**config.mk**
```make
export PLATFORM = sky130hd
export DESIGN_NAME = arffp_ctrl
export DESIGN_NICKNAME = d
export VERILOG_FILES = /design/src/arffp_pkg.sv /design/src/arffp_ctrl.sv
export SDC_FILE = /design/constraint.sdc
export NUM_CORES = 1
export LEC_CHECK = 0
export BUFFER_PORTS_ARGS = -buffer_cell sky130_fd_sc_hd__buf_2
export CAP_MARGIN = 30
export CELL_PAD_IN_SITES_DETAIL_PLACEMENT = 0
export CELL_PAD_IN_SITES_GLOBAL_PLACEMENT = 1
export CORE_UTILIZATION = 37
export CTS_CLUSTER_DIAMETER = 80
export DETAILED_ROUTE_END_ITERATION = 6
export GPL_TIMING_DRIVEN = 1
export PLACE_DENSITY_LB_ADDON = 0.08
export REMOVE_ABC_BUFFERS = 1
export SLEW_MARGIN = 20
export SYNTH_ARGS = -nofsm -noshare
export SYNTH_HDL_FRONTEND = slang
export SYNTH_SLANG_ARGS = --single-unit
```
**constraint.sdc**
```tcl
create_clock -name clk -period 3.6 [get_ports clk]
set_clock_uncertainty 0.1 [all_clocks]
set_input_delay 0.54 -clock clk [delete_from_list [all_inputs] [get_ports clk]]
set_output_delay 0.54 -clock clk [all_outputs]
set_load 0.02 [all_outputs]
```
**src/arffp_pkg.sv**
```systemverilog
// shared types, constants and controller/datapath interface structs for the
// address range first-fit placer; no dependencies
package arffp_pkg;

  localparam int MAX_ENTRIES_DEF = 64;
  localparam int ENTRY_COUNT_W   = 7;

  localparam logic [63:0] KERN_LOW  = 64'h0000_ffff_8000_0000;
  localparam logic [63:0] KERN_HIGH = 64'hffff_ffff_ffff_ffff;
  localparam logic [63:0] USER_LOW  = 64'h0000_0001_0000_0000;
  localparam logic [63:0] USER_HIGH = 64'h0000_7fff_ffff_ffff;

  // result status codes
  localparam logic [1:0] ST_MAPPED  = 2'd0;
  localparam logic [1:0] ST_NO_ROOM = 2'd1;
  localparam logic [1:0] ST_FULL    = 2'd2;

  // memory read address select
  localparam logic [1:0] RD_IDX  = 2'd0;
  localparam logic [1:0] RD_NEXT = 2'd1;
  localparam logic [1:0] RD_K    = 2'd2;

  typedef struct packed {
    logic        place_anywhere;
    logic [63:0] requested_vaddr;
    logic [63:0] region_size;
    logic [31:0] object_tag;
  } in_item_t;

  typedef struct packed {
    logic [63:0]              chosen_vaddr;
    logic [1:0]               status;
    logic [ENTRY_COUNT_W-1:0] entry_count;
  } out_item_t;

  typedef struct packed {
    logic [63:0] base;
    logic [63:0] len;
    logic [31:0] tag;
  } entry_t;

  typedef struct packed {
    logic       latch_req;
    logic       idx_clr;
    logic       idx_inc;
    logic [1:0] rd_sel;
    logic       calc_end;
    logic       calc_top;
    logic       pos_from_idx;   // fixed request: pos = idx, addr = requested
    logic       pos_from_next;  // placement hit: pos = idx + 1, addr = end
    logic       pos_zero_lo;    // empty table: pos = 0, addr = window low
    logic       k_init;
    logic       k_dec;
    logic       wr_shift;
    logic       wr_new;
    logic       set_status;
    logic [1:0] status_code;
    logic       load_out;
  } dp_cmd_t;

  typedef struct packed {
    logic full;
    logic empty;
    logic anywhere;
    logic idx_lt_count;
    logic next_lt_count;
    logic base_lt_req;
    logic top_ge_hi;
    logic fit;
    logic shift_needed;
    logic shift_last;
    logic out_free;
  } dp_stat_t;

endpackage

```
**src/arffp_ctrl.sv**
```systemverilog
// request sequencer: scan, shift and insert steps over the entry table
// depends on arffp_pkg, drives arffp_datapath through dp_cmd_t
module arffp_ctrl (
  input  logic                clk,
  input  logic                rst_n,
  input  logic                in_valid,
  output logic                in_ready,
  input  arffp_pkg::dp_stat_t stat,
  output arffp_pkg::dp_cmd_t  cmd
);

  typedef enum logic [11:0] {
    S_IDLE  = 12'b0000_0000_0001,
    S_DISP  = 12'b0000_0000_0010,
    S_FRD   = 12'b0000_0000_0100,
    S_FCMP  = 12'b0000_0000_1000,
    S_ARD   = 12'b0000_0001_0000,
    S_AEND  = 12'b0000_0010_0000,
    S_ATOP  = 12'b0000_0100_0000,
    S_AEVAL = 12'b0000_1000_0000,
    S_PREP  = 12'b0001_0000_0000,
    S_SRD   = 12'b0010_0000_0000,
    S_SWR   = 12'b0100_0000_0000,
    S_INS   = 12'b1000_0000_0000
  } state_t;

  state_t state_r, state_nxt;
  logic   done_r, done_nxt;  // result ready to move into the output register

  assign in_ready = (state_r == S_IDLE) && !done_r;

  always_comb begin
    state_nxt = state_r;
    done_nxt  = done_r;
    cmd       = '0;
    cmd.rd_sel = arffp_pkg::RD_IDX;
    if (done_r && stat.out_free) begin
      cmd.load_out = 1'b1;
      done_nxt     = 1'b0;
    end
    case (state_r)
      S_IDLE: begin
        if (in_valid && in_ready) begin
          cmd.latch_req = 1'b1;
          state_nxt     = S_DISP;
        end
      end
      S_DISP: begin
        cmd.set_status  = 1'b1;
        cmd.status_code = arffp_pkg::ST_MAPPED;
        cmd.idx_clr     = 1'b1;
        if (stat.full) begin
          cmd.status_code = arffp_pkg::ST_FULL;
          done_nxt        = 1'b1;
          state_nxt       = S_IDLE;
        end else if (!stat.anywhere) begin
          state_nxt = S_FRD;
        end else if (stat.empty) begin
          cmd.pos_zero_lo = 1'b1;
          state_nxt       = S_INS;
        end else begin
          state_nxt = S_ARD;
        end
      end
      S_FRD: begin
        cmd.rd_sel = arffp_pkg::RD_IDX;
        if (stat.idx_lt_count) begin
          state_nxt = S_FCMP;
        end else begin
          cmd.pos_from_idx = 1'b1;
          state_nxt        = S_PREP;
        end
      end
      S_FCMP: begin
        if (stat.base_lt_req) begin
          cmd.idx_inc = 1'b1;
          state_nxt   = S_FRD;
        end else begin
          cmd.pos_from_idx = 1'b1;
          state_nxt        = S_PREP;
        end
      end
      S_ARD: begin
        cmd.rd_sel = arffp_pkg::RD_IDX;
        state_nxt  = S_AEND;
      end
      S_AEND: begin
        cmd.calc_end = 1'b1;
        cmd.rd_sel   = arffp_pkg::RD_NEXT;
        state_nxt    = S_ATOP;
      end
      S_ATOP: begin
        cmd.calc_top = 1'b1;
        state_nxt    = S_AEVAL;
      end
      S_AEVAL: begin
        if (stat.top_ge_hi) begin
          cmd.set_status  = 1'b1;
          cmd.status_code = arffp_pkg::ST_NO_ROOM;
          done_nxt        = 1'b1;
          state_nxt       = S_IDLE;
        end else if (stat.fit) begin
          cmd.pos_from_next = 1'b1;
          state_nxt         = S_PREP;
        end else if (stat.next_lt_count) begin
          cmd.idx_inc = 1'b1;
          state_nxt   = S_ARD;
        end else begin
          cmd.set_status  = 1'b1;
          cmd.status_code = arffp_pkg::ST_NO_ROOM;
          done_nxt        = 1'b1;
          state_nxt       = S_IDLE;
        end
      end
      S_PREP: begin
        if (stat.shift_needed) begin
          cmd.k_init = 1'b1;
          state_nxt  = S_SRD;
        end else begin
          state_nxt = S_INS;
        end
      end
      S_SRD: begin
        cmd.rd_sel = arffp_pkg::RD_K;
        state_nxt  = S_SWR;
      end
      S_SWR: begin
        // move entry k up one slot
        cmd.wr_shift = 1'b1;
        if (stat.shift_last) begin
          state_nxt = S_INS;
        end else begin
          cmd.k_dec = 1'b1;
          state_nxt = S_SRD;
        end
      end
      S_INS: begin
        cmd.wr_new = 1'b1;
        done_nxt   = 1'b1;
        state_nxt  = S_IDLE;
      end
      default: begin
        state_nxt = S_IDLE;
        done_nxt  = 1'b0;
      end
    endcase
  end

  always_ff @(posedge clk) begin
    if (!rst_n) begin
      state_r <= S_IDLE;
      done_r  <= 1'b0;
    end else begin
      state_r <= state_nxt;
      done_r  <= done_nxt;
    end
  end

endmodule

```
==> results by group, run 1 <==
Final layout
  – Fillers: 230
  – Area growth syn-to-layout: 21.2%
  – Most common cell after layout, fill and taps aside: buf_2
  – Sequential cell area: 260 um2
  – Area of the multi-input gates: 624 um2
  – Antenna cells: 0
  – Most frequent cells in the layout: buf_2, dfxtp_1, nor2_1
  – Final net count: roughly 160
  – Layout cell share with drive strength beyond 1: 31.5%

Drt
  – WL per Instance: roughly 13 um
  – Vias/cell: 5.39
  – DRC Markers: 0
  – Antenna Nets Post-Route: 0
  – First-pass DRT Iterations: 4
  – Routed wire length: between 2 and 2.5 mm
  – DRT iter0 DRCs: 19
  – Vias post-DR: just over 900

CTS
  – Hold_buf cts: 0
  – CTS tree: yes
  – Total CTS buffers: 3
  – Clk sink count: 13
  – Post-CTS resize count: 0
  – Clock transition at path regs: ~0.080 ns
  – Max clock buf depth: 2
  – # H-tree levels: 1
  – Post CTS Setup Buffer Count: 0
  – Root Buffer: clkbuf_4
  – Worst skew pair latency: between 0.2 and 0.3 ns

Timing
  – Slew Limit Fails: 0
  – RSZ-0062 raised after global routing: no
  – Fmax: between 300 and 400 MHz
  – Final Hold Viols: 0
  – Relative slew margins: approximately 68%
  – Final min period: 2.61 ns
  – Setup_tns: 0 ns
  – Crit share post-route: slightly above 70%
  – Fin Hold WS: approximately 0.43 ns
  – Worst Tran Pin Value: 0.479 ns
  – Endpoints failing setup: 0

Synthesis
  – Post-synth EDFFs: 0
  – Synth Area per Inst: 8.23 um2
  – Seq/Total Area, Yosys: between 20% and 30%
  – Synth area leaders: dfxtp_1, nor2b_1, nor2_1
  – Area leader, netlist: dfxtp_1
  – Async S/R FF share, synth: 0%
  – Synth Instances: between 100 and 150
  – Synth Flop Type: dfxtp_1
  – Mapped Area: between 900 and 1000 um2
  – Post-synth top area share: 28.2%
  – FF+latch count, synth: 13
  – Count of cell types in the netlist: between 40 and 50
  – Number of synthesis warnings: 0

Power and ir drop
  – Pwr dens: 274 nW/um2
  – Static Leak: 0.000517 uW
  – Switching pwr: roughly 93 uW
  – Clock network fraction of total power: between 30% and 40%
  – Switching share of total power: 30.4%
  – Comb power frac: just over 20%
  – Seq pwr share: about 49%
  – Worst vdd ir: roughly 0.16 mV
  – Internal power: 213 uW

Die
  – Row cnt: 17
  – IO Pins: 33
  – Die Span X: approximately 52 um
  – DIE AREA: roughly 2700 um2
  – Die height: 51.9 um
  – Core region area: around 2300 um2
  – Initial core utilization: 40.5%

Global routing
  – Vias in the first global route: between 700 and 800
  – Pin count of the biggest net entering global routing: 12
  – Initial antenna violation count: 0
  – All-Layer GR Usage: 17.9%
  – First-pass GRT wire length: 3.52 mm
  – Congestion Overflow GR: 0

Worst setup path
  – End of the critical path: cmd[6]
  – RR Startpoint: state_r[4]
  – Crit path max-delay cell type: nor3_1
  – Crit path depth: 5
  – Worst path cell trace: nor3_1 > nand3_2 > nor4b_2 > nor2b_1 > buf_2
  – R2R setup slack: 1.71 ns
  – WP buf/inv: 1
  – CP startpoint kind: flop
  – RR Endpoint: state_r[8]
  – CP Max Fanout: 7
  – WP data required: just under 3 ns
  – Critical Path Start: state_r[1]
  – Max stage delay on crit path: between 0.4 and 0.5 ns
  – CP delay by family, top: simple AND/OR/NAND/NOR gates
  – Reg2Reg Depth: 5
  – Critical path class: reg -> out
  – Worst setup EP type: primary output
  – CP arrival: between 1.5 and 2 ns

Outcome
  – Status: completed

Placed design
  – Port buffer count: 32
  – HPWL Detailed: approximately 1.8 mm
  – Routability Congestion: a little under 0.9

Hold path
  – Worst min path class: in -> reg

Job
  – Max-cap viol count: 0
metrics by stage:
stage | util [%] | total power (uW) | setup slack, ns | cell area (um2) | instances
global route | 49.1 | 324 | 0.757 | 1120 | 171
detailed placement | 47.9 | 216 | 1.30 | 1090 | 167
floorplan | - | 194 | 1.11 | 896 | 107
global placement | 47.9 | 216 | 1.32 | 1090 | 167
CTS | 49.1 | 308 | 0.978 | 1120 | 171
finish | 49.1 | 306 | 0.995 | 1120 | 171
final cells by class:
class / count / share of cell area (%)
Multi-Input combinational cell: 91 / 55.9
Timing Repair Buffer: 32 / 14.3
Clock buffer: 4 / 2.35
Sequential cell: 13 / 23.3
Inverter: 3 / 1.01
Tap cell: 28 / 3.14
sequential cells by signal, indices dropped and copies added, names as in the netlist:
| name | cells |
|---|---|
| done_r | 1 |
| state_r | 12 |
how the worst min path moves through the flow:
stage	startpoint	end	slack, ns	cells past startpoint
2_1_floorplan	state_r[11]	done_r	0.41	2
3_3_place_gp	state_r[11]	done_r	0.46	2
3_5_place_dp	state_r[11]	done_r	0.47	2
4_1_cts	stat[7]	state_r[3]	0.43	2
5_1_grt	stat[7]	state_r[3]	0.44	2
6_report	stat[7]	state_r[3]	0.43	2
power groups by stage:
stage | clock, uW | sequential (uW) | combinational (uW)
4_1_cts | 94.6 | 151 | 62.3
3_3_place_gp | 0 | 154 | 61.8
3_5_place_dp | 0 | 154 | 62.1
2_1_floorplan | 0 | 153 | 40.6
5_1_grt | 104 | 152 | 68.6
6_report | 93.1 | 151 | 61.7
synth_stat cells (2+ instances only):
cell,count
or3_1,2
nand3_2,2
a21oi_1,5
o21ai_0,4
xor2_1,2
nand2b_1,2
nor2b_1,8
nor4b_1,2
o21ba_1,2
nor2_1,11
nor4_2,2
nor4b_2,2
buf_2,3
nor4_1,2
nand3b_1,3
inv_1,3
nor3_1,6
and2_1,5
nand4b_1,2
dfxtp_1,13
nand3_1,4
nand2_1,6
o22ai_1,2
worst register-to-register path: stages (launching register included):
cell	delay, ns
dfxtp_1	0.40
nor4_4	0.44
and2_1	0.22
nand3_2	0.14
o21ai_4	0.31
o21ba_1	0.19
per-layer routing:
metal	GRT usage (%)	share of wire (%)	vias to the layer above
met3	4.39	4.8	2
met2	29.1	47	24
met5	0	0	-
met4	4.95	0.57	0
li1	-	-	476
met1	23.1	48	420
logic make-up after synthesis:
| group | Yosys count | synth area share (%) |
|---|---|---|
| buffers and inverters | 8 | 4.07 |
| DFF | 13 | 28.2 |
| AOI/OAI and AO/OA | 22 | 17.4 |
| xor gates and xnor gates | 2 | 1.90 |
| and+or+nand+nor | 67 | 48.4 |
No activity file was read; power rests on OpenSTA's default activity.
==> run 2: changes to the inputs <==
--- a/config.mk
+++ b/config.mk
@@ -9,7 +9,7 @@
 export CAP_MARGIN = 30
 export CELL_PAD_IN_SITES_DETAIL_PLACEMENT = 0
 export CELL_PAD_IN_SITES_GLOBAL_PLACEMENT = 1
-export CORE_UTILIZATION = 37
+export CORE_UTILIZATION = 31
 export CTS_CLUSTER_DIAMETER = 80
 export DETAILED_ROUTE_END_ITERATION = 6
 export GPL_TIMING_DRIVEN = 1
==> constraint.sdc (replaced) <==
create_clock -name clk -period 2.09 [get_ports clk]
set_clock_uncertainty 0.1 [all_clocks]
set_input_delay 0.3135 -clock clk [delete_from_list [all_inputs] [get_ports clk]]
set_output_delay 0.3135 -clock clk [all_outputs]
set_load 0.02 [all_outputs]
==> run 2 against run 1 <==
Compared with the run above:
- the run now ends with negative setup slack left
- wire length is 14% higher
- flip-flop and latch count is the same
- first-iteration DRC count is 16% higher
- critical path type unchanged
- critical endpoint is now cmd[7]
==> results by group, run 2 (synthesized netlist as in run 1, its figures left out) <==
Global routing
  – Congestion Overflow GR: 0
  – Initial antenna violation count: 0
  – Grt met2 use: 27.2%
  – First-pass GRT wire length: 4.26 mm
  – GR peak layer: met2
  – Pin count of the biggest net entering global routing: 11
  – GRT met1 Usage: a little under a quarter
  – Met3 global-route usage: under 10%
  – All-Layer GR Usage: roughly 17%
  – Vias in the first global route: 905

Power and ir drop
  – Static Leak: 0.000643 uW
  – Comb power frac: between 20 and 30%
  – Seq pwr share: 42.9%
  – Internal power: 404 uW
  – Switching share of total power: between 30% and 40%
  – Total power: between 500 and 600 uW
  – Switching pwr: approximately 190 uW
  – Clock network fraction of total power: between 20 and 30%
  – Pwr dens: about 420 nW/um2
  – Worst vdd ir: roughly 0.28 mV

Timing
  – RSZ-0062 raised after global routing: yes
  – Fin Hold WS: between 0.15 and 0.2 ns
  – Slew Limit Fails: 0
  – Endpoints failing setup: 12
  – Relative slew margins: about two thirds
  – Final worst slack: -0.136 ns
  – Fmax: around 450 MHz
  – Worst Tran Pin Value: 0.483 ns
  – Final Hold Viols: 0
  – Final min period: ~2.2 ns
  – Crit share post-route: 107%
  – Setup_tns: -0.612 ns

Placed design
  – Routability Congestion: around 0.80
  – Post-placement cell area: approximately 1200 um2
  – Port buffer count: 32
  – HPWL Detailed: approximately 1.9 mm

Die
  – Row cnt: 19
  – DIE AREA: 3200 um2
  – Initial core utilization: approximately a third
  – IO Pins: 33
  – Core region area: ~2800 um2
  – Die height: 56.5 um
  – Die Span X: approximately 57 um

Worst setup path
  – Crit path max-delay cell type: dfxtp_4
  – Reg2Reg Depth: 7
  – Worst setup EP type: primary output
  – Critical Path Start: state_r[6]
  – Worst path cell trace: nor4_4 > nand3_2 > buf_4 > buf_6 > nor3_1 > buf_2
  – End of the critical path: cmd[7]
  – WP data required: around 1.7 ns
  – Max stage delay on crit path: about 0.38 ns
  – RR Endpoint: state_r[0]
  – CP startpoint kind: flop
  – R2R setup slack: ~0.11 ns
  – RR Startpoint: state_r[6]
  – Critical path class: reg -> out
  – CP arrival: 1.81 ns
  – CP Max Fanout: 6

CTS
  – Clock transition at path regs: roughly 0.090 ns
  – Total CTS buffers: 3
  – Root Buffer: clkbuf_4
  – Max clock buf depth: 2
  – Hold_buf cts: 0
  – Clk sink count: 13
  – # H-tree levels: 1
  – Worst skew pair latency: a little under 0.3 ns
  – CTS tree: yes

Hold path
  – Worst min path class: in -> reg

Drt
  – First-pass DRT Iterations: 2
  – Vias/cell: 5.17
  – DRC Markers: 0
  – WL per Instance: 13.7 um
  – Routed wire length: roughly 2.6 mm
  – Antenna Nets Post-Route: 0
  – DRT iter0 DRCs: 22
  – Vias post-DR: 993

Outcome
  – Status: finished, violations left
  – Failing checks: negative setup slack

Job
  – Max-cap viol count: 0

Final layout
  – Final instance area: around 1400 um2
  – Layout cell share with drive strength beyond 1: 49.1%
  – Most common cell after layout, fill and taps aside: buf_4
  – Sequential cell area: ~270 um2
  – Top flop regs: state_r: 12 flops, done_r: 1 flops
  – Antenna cells: 0
  – Area growth syn-to-layout: 53.6%
  – Most frequent cells in the layout: buf_4, buf_2, dfxtp_1
  – Biggest register: state_r
  – Max reg flops: 12
  – Fillers: 268
  – Final net count: about 180
  – Final core utilization: around 51%
  – Area of the multi-input gates: around 710 um2
run 2: cell count changes in the layout (fill, tap and decap cells not counted), sizes merged:
cell  before  now
buf       32   50
run 2: routing by layer:
layer,wire length (um),vias to the layer above
met1,1290,459
met5,0,-
met2,1220,19
met3,101,2
li1,-,513
met4,15,0
run 2: worst max-delay path, delay by kind of cell, from the launching register on:
| family | cells | cell delay [ns] |
|---|---|---|
| AND/OR/NAND/NOR | 3 | 0.69 |
| buffers and inverters | 3 | 0.47 |
| flip-flops | 1 | 0.38 |
run 2: area by class of cell:
| type | count | area share (%) |
|---|---|---|
| clock buffer | 4 | 1.86 |
| inverter | 3 | 0.795 |
| multi-input combinational | 91 | 50.3 |
| tap | 31 | 2.74 |
| timing repair buffer | 50 | 25.1 |
| sequential | 13 | 19.3 |
run 2: what timing repair did:
item | 4_1_cts | 5_1_grt
resized for setup | 12 | 35
buffers inserted | 4 | 3
pin swaps | 3 | 6
setup endpoints to repair | 16 | 18
run 2: worst min path at each step:
stage / to / slack (ns) / cells past startpoint / from
floorplan: state_r[1] / 0.34 / 1 / rst_n
global placement: done_r / 0.48 / 2 / state_r[11]
detailed placement: done_r / 0.48 / 2 / state_r[11]
CTS: state_r[4] / 0.19 / 3 / stat[9]
global route: state_r[3] / 0.21 / 2 / stat[7]
finish: state_r[4] / 0.20 / 3 / stat[9]
run 2: power groups by stage:
stage	registers [uW]	clock network, uW	logic (uW)
floorplan	264	0	69.9
global placement	262	0	124
detailed placement	262	0	124
CTS	258	172	136
global route	256	182	183
finish	255	169	170
run 2: through the flow:
stage	setup slack [ns]	cells
after floorplan	-0.175	107
after global placement	0.0698	181
after detailed placement	0.0315	181
after CTS	-0.141	189
after global routing	-0.223	192
final	-0.136	192
==> run 3: changes to the inputs <==
--- a/config.mk
+++ b/config.mk
@@ -7,14 +7,11 @@
 export LEC_CHECK = 0
 export BUFFER_PORTS_ARGS = -buffer_cell sky130_fd_sc_hd__buf_2
 export CAP_MARGIN = 30
-export CELL_PAD_IN_SITES_DETAIL_PLACEMENT = 0
-export CELL_PAD_IN_SITES_GLOBAL_PLACEMENT = 1
-export CORE_UTILIZATION = 31
+export CORE_UTILIZATION = 27
 export CTS_CLUSTER_DIAMETER = 80
 export DETAILED_ROUTE_END_ITERATION = 6
 export GPL_TIMING_DRIVEN = 1
 export PLACE_DENSITY_LB_ADDON = 0.08
-export REMOVE_ABC_BUFFERS = 1
 export SLEW_MARGIN = 20
 export SYNTH_ARGS = -nofsm -noshare
 export SYNTH_HDL_FRONTEND = slang
==> run 3 against run 2 <==
Compared with the run above:
- via count grew 9.5%
- wire length grew 17%
- the flow still finishes with violations (negative setup slack)
- critical endpoint is now cmd[6]
- register-to-register slack lost 0.11 ns
- die area grew 14%
- non-clock buffer count grew 10
- sequential power is essentially flat
- clock power is essentially flat
- setup slack gained 0.045 ns
- core utilization shrank 0.88 points
==> results by group, run 3 (synthesized netlist as in run 1, its figures left out) <==
Global routing
  – Pin count of the biggest net entering global routing: 11
  – First-pass GRT wire length: between 4 and 5 mm
  – All-Layer GR Usage: approximately 18%
  – Congestion Overflow GR: 0
  – Vias in the first global route: between 1000 and 1500
  – Initial antenna violation count: 0

Drt
  – Vias post-DR: ~1100
  – DRC Markers: 0
  – Routed wire length: 3.07 mm
  – DRT iter0 DRCs: 33
  – WL per Instance: 14.3 um
  – First-pass DRT Iterations: 4
  – Antenna Nets Post-Route: 0
  – Vias/cell: 5.06

CTS
  – Max clock buf depth: 2
  – Root Buffer: clkbuf_4
  – Total CTS buffers: 3
  – Clk sink count: 13
  – Clock transition at path regs: approximately 0.08 ns
  – Worst skew pair latency: roughly 0.29 ns
  – CTS tree: yes
  – # H-tree levels: 1

Placed design
  – Routability Congestion: 0.870
  – Port buffer count: 32
  – HPWL Detailed: around 2.1 mm
  – Post-Place Cells: roughly 200
  – Pre-CTS setup slack: 0.0953 ns

Outcome
  – Failing checks: negative setup slack
  – Status: finished, violations left

Timing
  – Setup_tns: -0.215 ns
  – Endpoints failing setup: 5
  – Slew Limit Fails: 0
  – RSZ-0062 raised after global routing: yes
  – Final Hold Viols: 0
  – Final worst slack: -0.0915 ns
  – Crit share post-route: 104%
  – Relative slew margins: 68.5%
  – Fmax: between 400 and 500 MHz
  – Worst Tran Pin Value: 0.469 ns
  – Final min period: between 2 and 2.5 ns

Worst setup path
  – Reg2Reg Depth: 12
  – WP buf/inv: 2
  – Max stage delay on crit path: 0.38 ns
  – RR Startpoint: state_r[5]
  – WP data required: approximately 1.7 ns
  – CP arrival: ~1.8 ns
  – Worst path cell trace: nor4_4 > buf_4 > nand3_4 > nor4b_4 > nor2b_2 > buf_6
  – Worst setup EP type: primary output
  – CP startpoint kind: flop
  – R2R setup slack: 0 ns
  – Crit path max-delay cell type: dfxtp_4
  – Critical path class: reg -> out
  – CP delay by family, top: simple AND/OR/NAND/NOR gates
  – Crit path depth: 6
  – RR Endpoint: state_r[4]
  – CP Max Fanout: 5

Final layout
  – Layout cell share with drive strength beyond 1: between 50% and 60%
  – Area growth syn-to-layout: 71.1%
  – Biggest register: state_r
  – Finished Layout Cells: between 200 and 250
  – Sequential cell area: between 200 and 300 um2
  – Final net count: 186
  – Antenna cells: 0
  – Area of the multi-input gates: 767 um2
  – Most frequent cells in the layout: buf_4, buf_2, buf_6
  – Max reg flops: 12
  – Top flop regs: state_r: 12 flops, done_r: 1 flops
  – Fillers: 314
  – Most common cell after layout, fill and taps aside: buf_4
  – Final core utilization: 50.0%

Die
  – Die Span X: roughly 60 um
  – DIE AREA: 3650 um2
  – Initial core utilization: around 29%
  – Core region area: about 3200 um2
  – Die height: about 60 um
  – Row cnt: 20
  – IO Pins: 33

Hold path
  – Worst min path class: in -> reg
  – Worst hold start: stat[7]
  – Worst Hold Depth: 2
  – Worst Hold Path EP: state_r[3]

Power and ir drop
  – Worst vdd ir: 0.219 mV
  – Pwr dens: a little under 400 nW/um2
  – Total power: just over 600 uW
  – Static Leak: 0.000694 uW

Job
  – Max-cap viol count: 0

Synthesis
  – Syn nets: ~130
## run 3: cell count changes in the layout (fill, tap and decap cells not counted), sizes merged
| cell | change |
|---|---|
| buf | +10 |
## run 3: layer usage
metal  vias to the layer above  GRT usage [%]  wire length [um]
li1                        534              -                 -
met1                       521           22.2              1410
met2                        28           31.6              1490
met3                         4           5.54               138
met4                         0           4.55                24
met5                         -              0                 0
## run 3: metrics by stage
| stage | hold slack, ns | area (um2) |
|---|---|---|
| 2_1_floorplan | 0.335 | 933 |
| 3_3_place_gp | 0.480 | 1210 |
| 3_5_place_dp | 0.489 | 1210 |
| 4_1_cts | 0.187 | 1460 |
| 5_1_grt | 0.173 | 1580 |
| 6_report | 0.192 | 1580 |
## run 3: cell type report
class                      instances  share of cell area [%]
clock buffer                       4                    1.67
sequential                        13                    17.2
multi-input combinational         91                    48.6
tap                               44                    3.49
timing repair buffer              60                    28.3
inverter                           3                   0.714
## run 3: timing repair
item	in CTS	in global routing
endpoints found under the setup margin	15	20
pin swaps	9	11
cloned	0	0
gates resized for setup	34	27
hold buffers	0	0
setup buffers	13	3
## run 3: power breakdown
part | leakage (uW) | switching, uW | total (uW) | internal [uW]
sequential | 0.000108 | 7.03 | 258 | 250
clock | 0.0000150 | 91.5 | 166 | 74.2
combinational | 0.000571 | 99.0 | 192 | 92.6
total | 0.000694 | 198 | 615 | 417
## run 3: how the worst max path moves through the flow
stage               slack, ns  startpoint      end
detailed placement        0.1  state_r[5]  cmd[15]
CTS                     -0.08  state_r[4]   cmd[6]
global placement         0.17  state_r[5]  cmd[11]
floorplan                0.01  state_r[4]   cmd[6]
global route            -0.18  state_r[5]   cmd[6]
finish                  -0.09  state_r[5]   cmd[6]
## run 3: worst reg2reg max path, stage by stage (launching register included)
cell and delay (ns):
dfxtp_4 0.38, nor4_4 0.28, nand4_1 0.20, nor2_2 0.18, buf_4 0.12, buf_4 0.09
buf_4 0.09, buf_4 0.09, buf_4 0.09, buf_4 0.09, buf_4 0.09, nand3b_1 0.07
a21oi_1 0.15
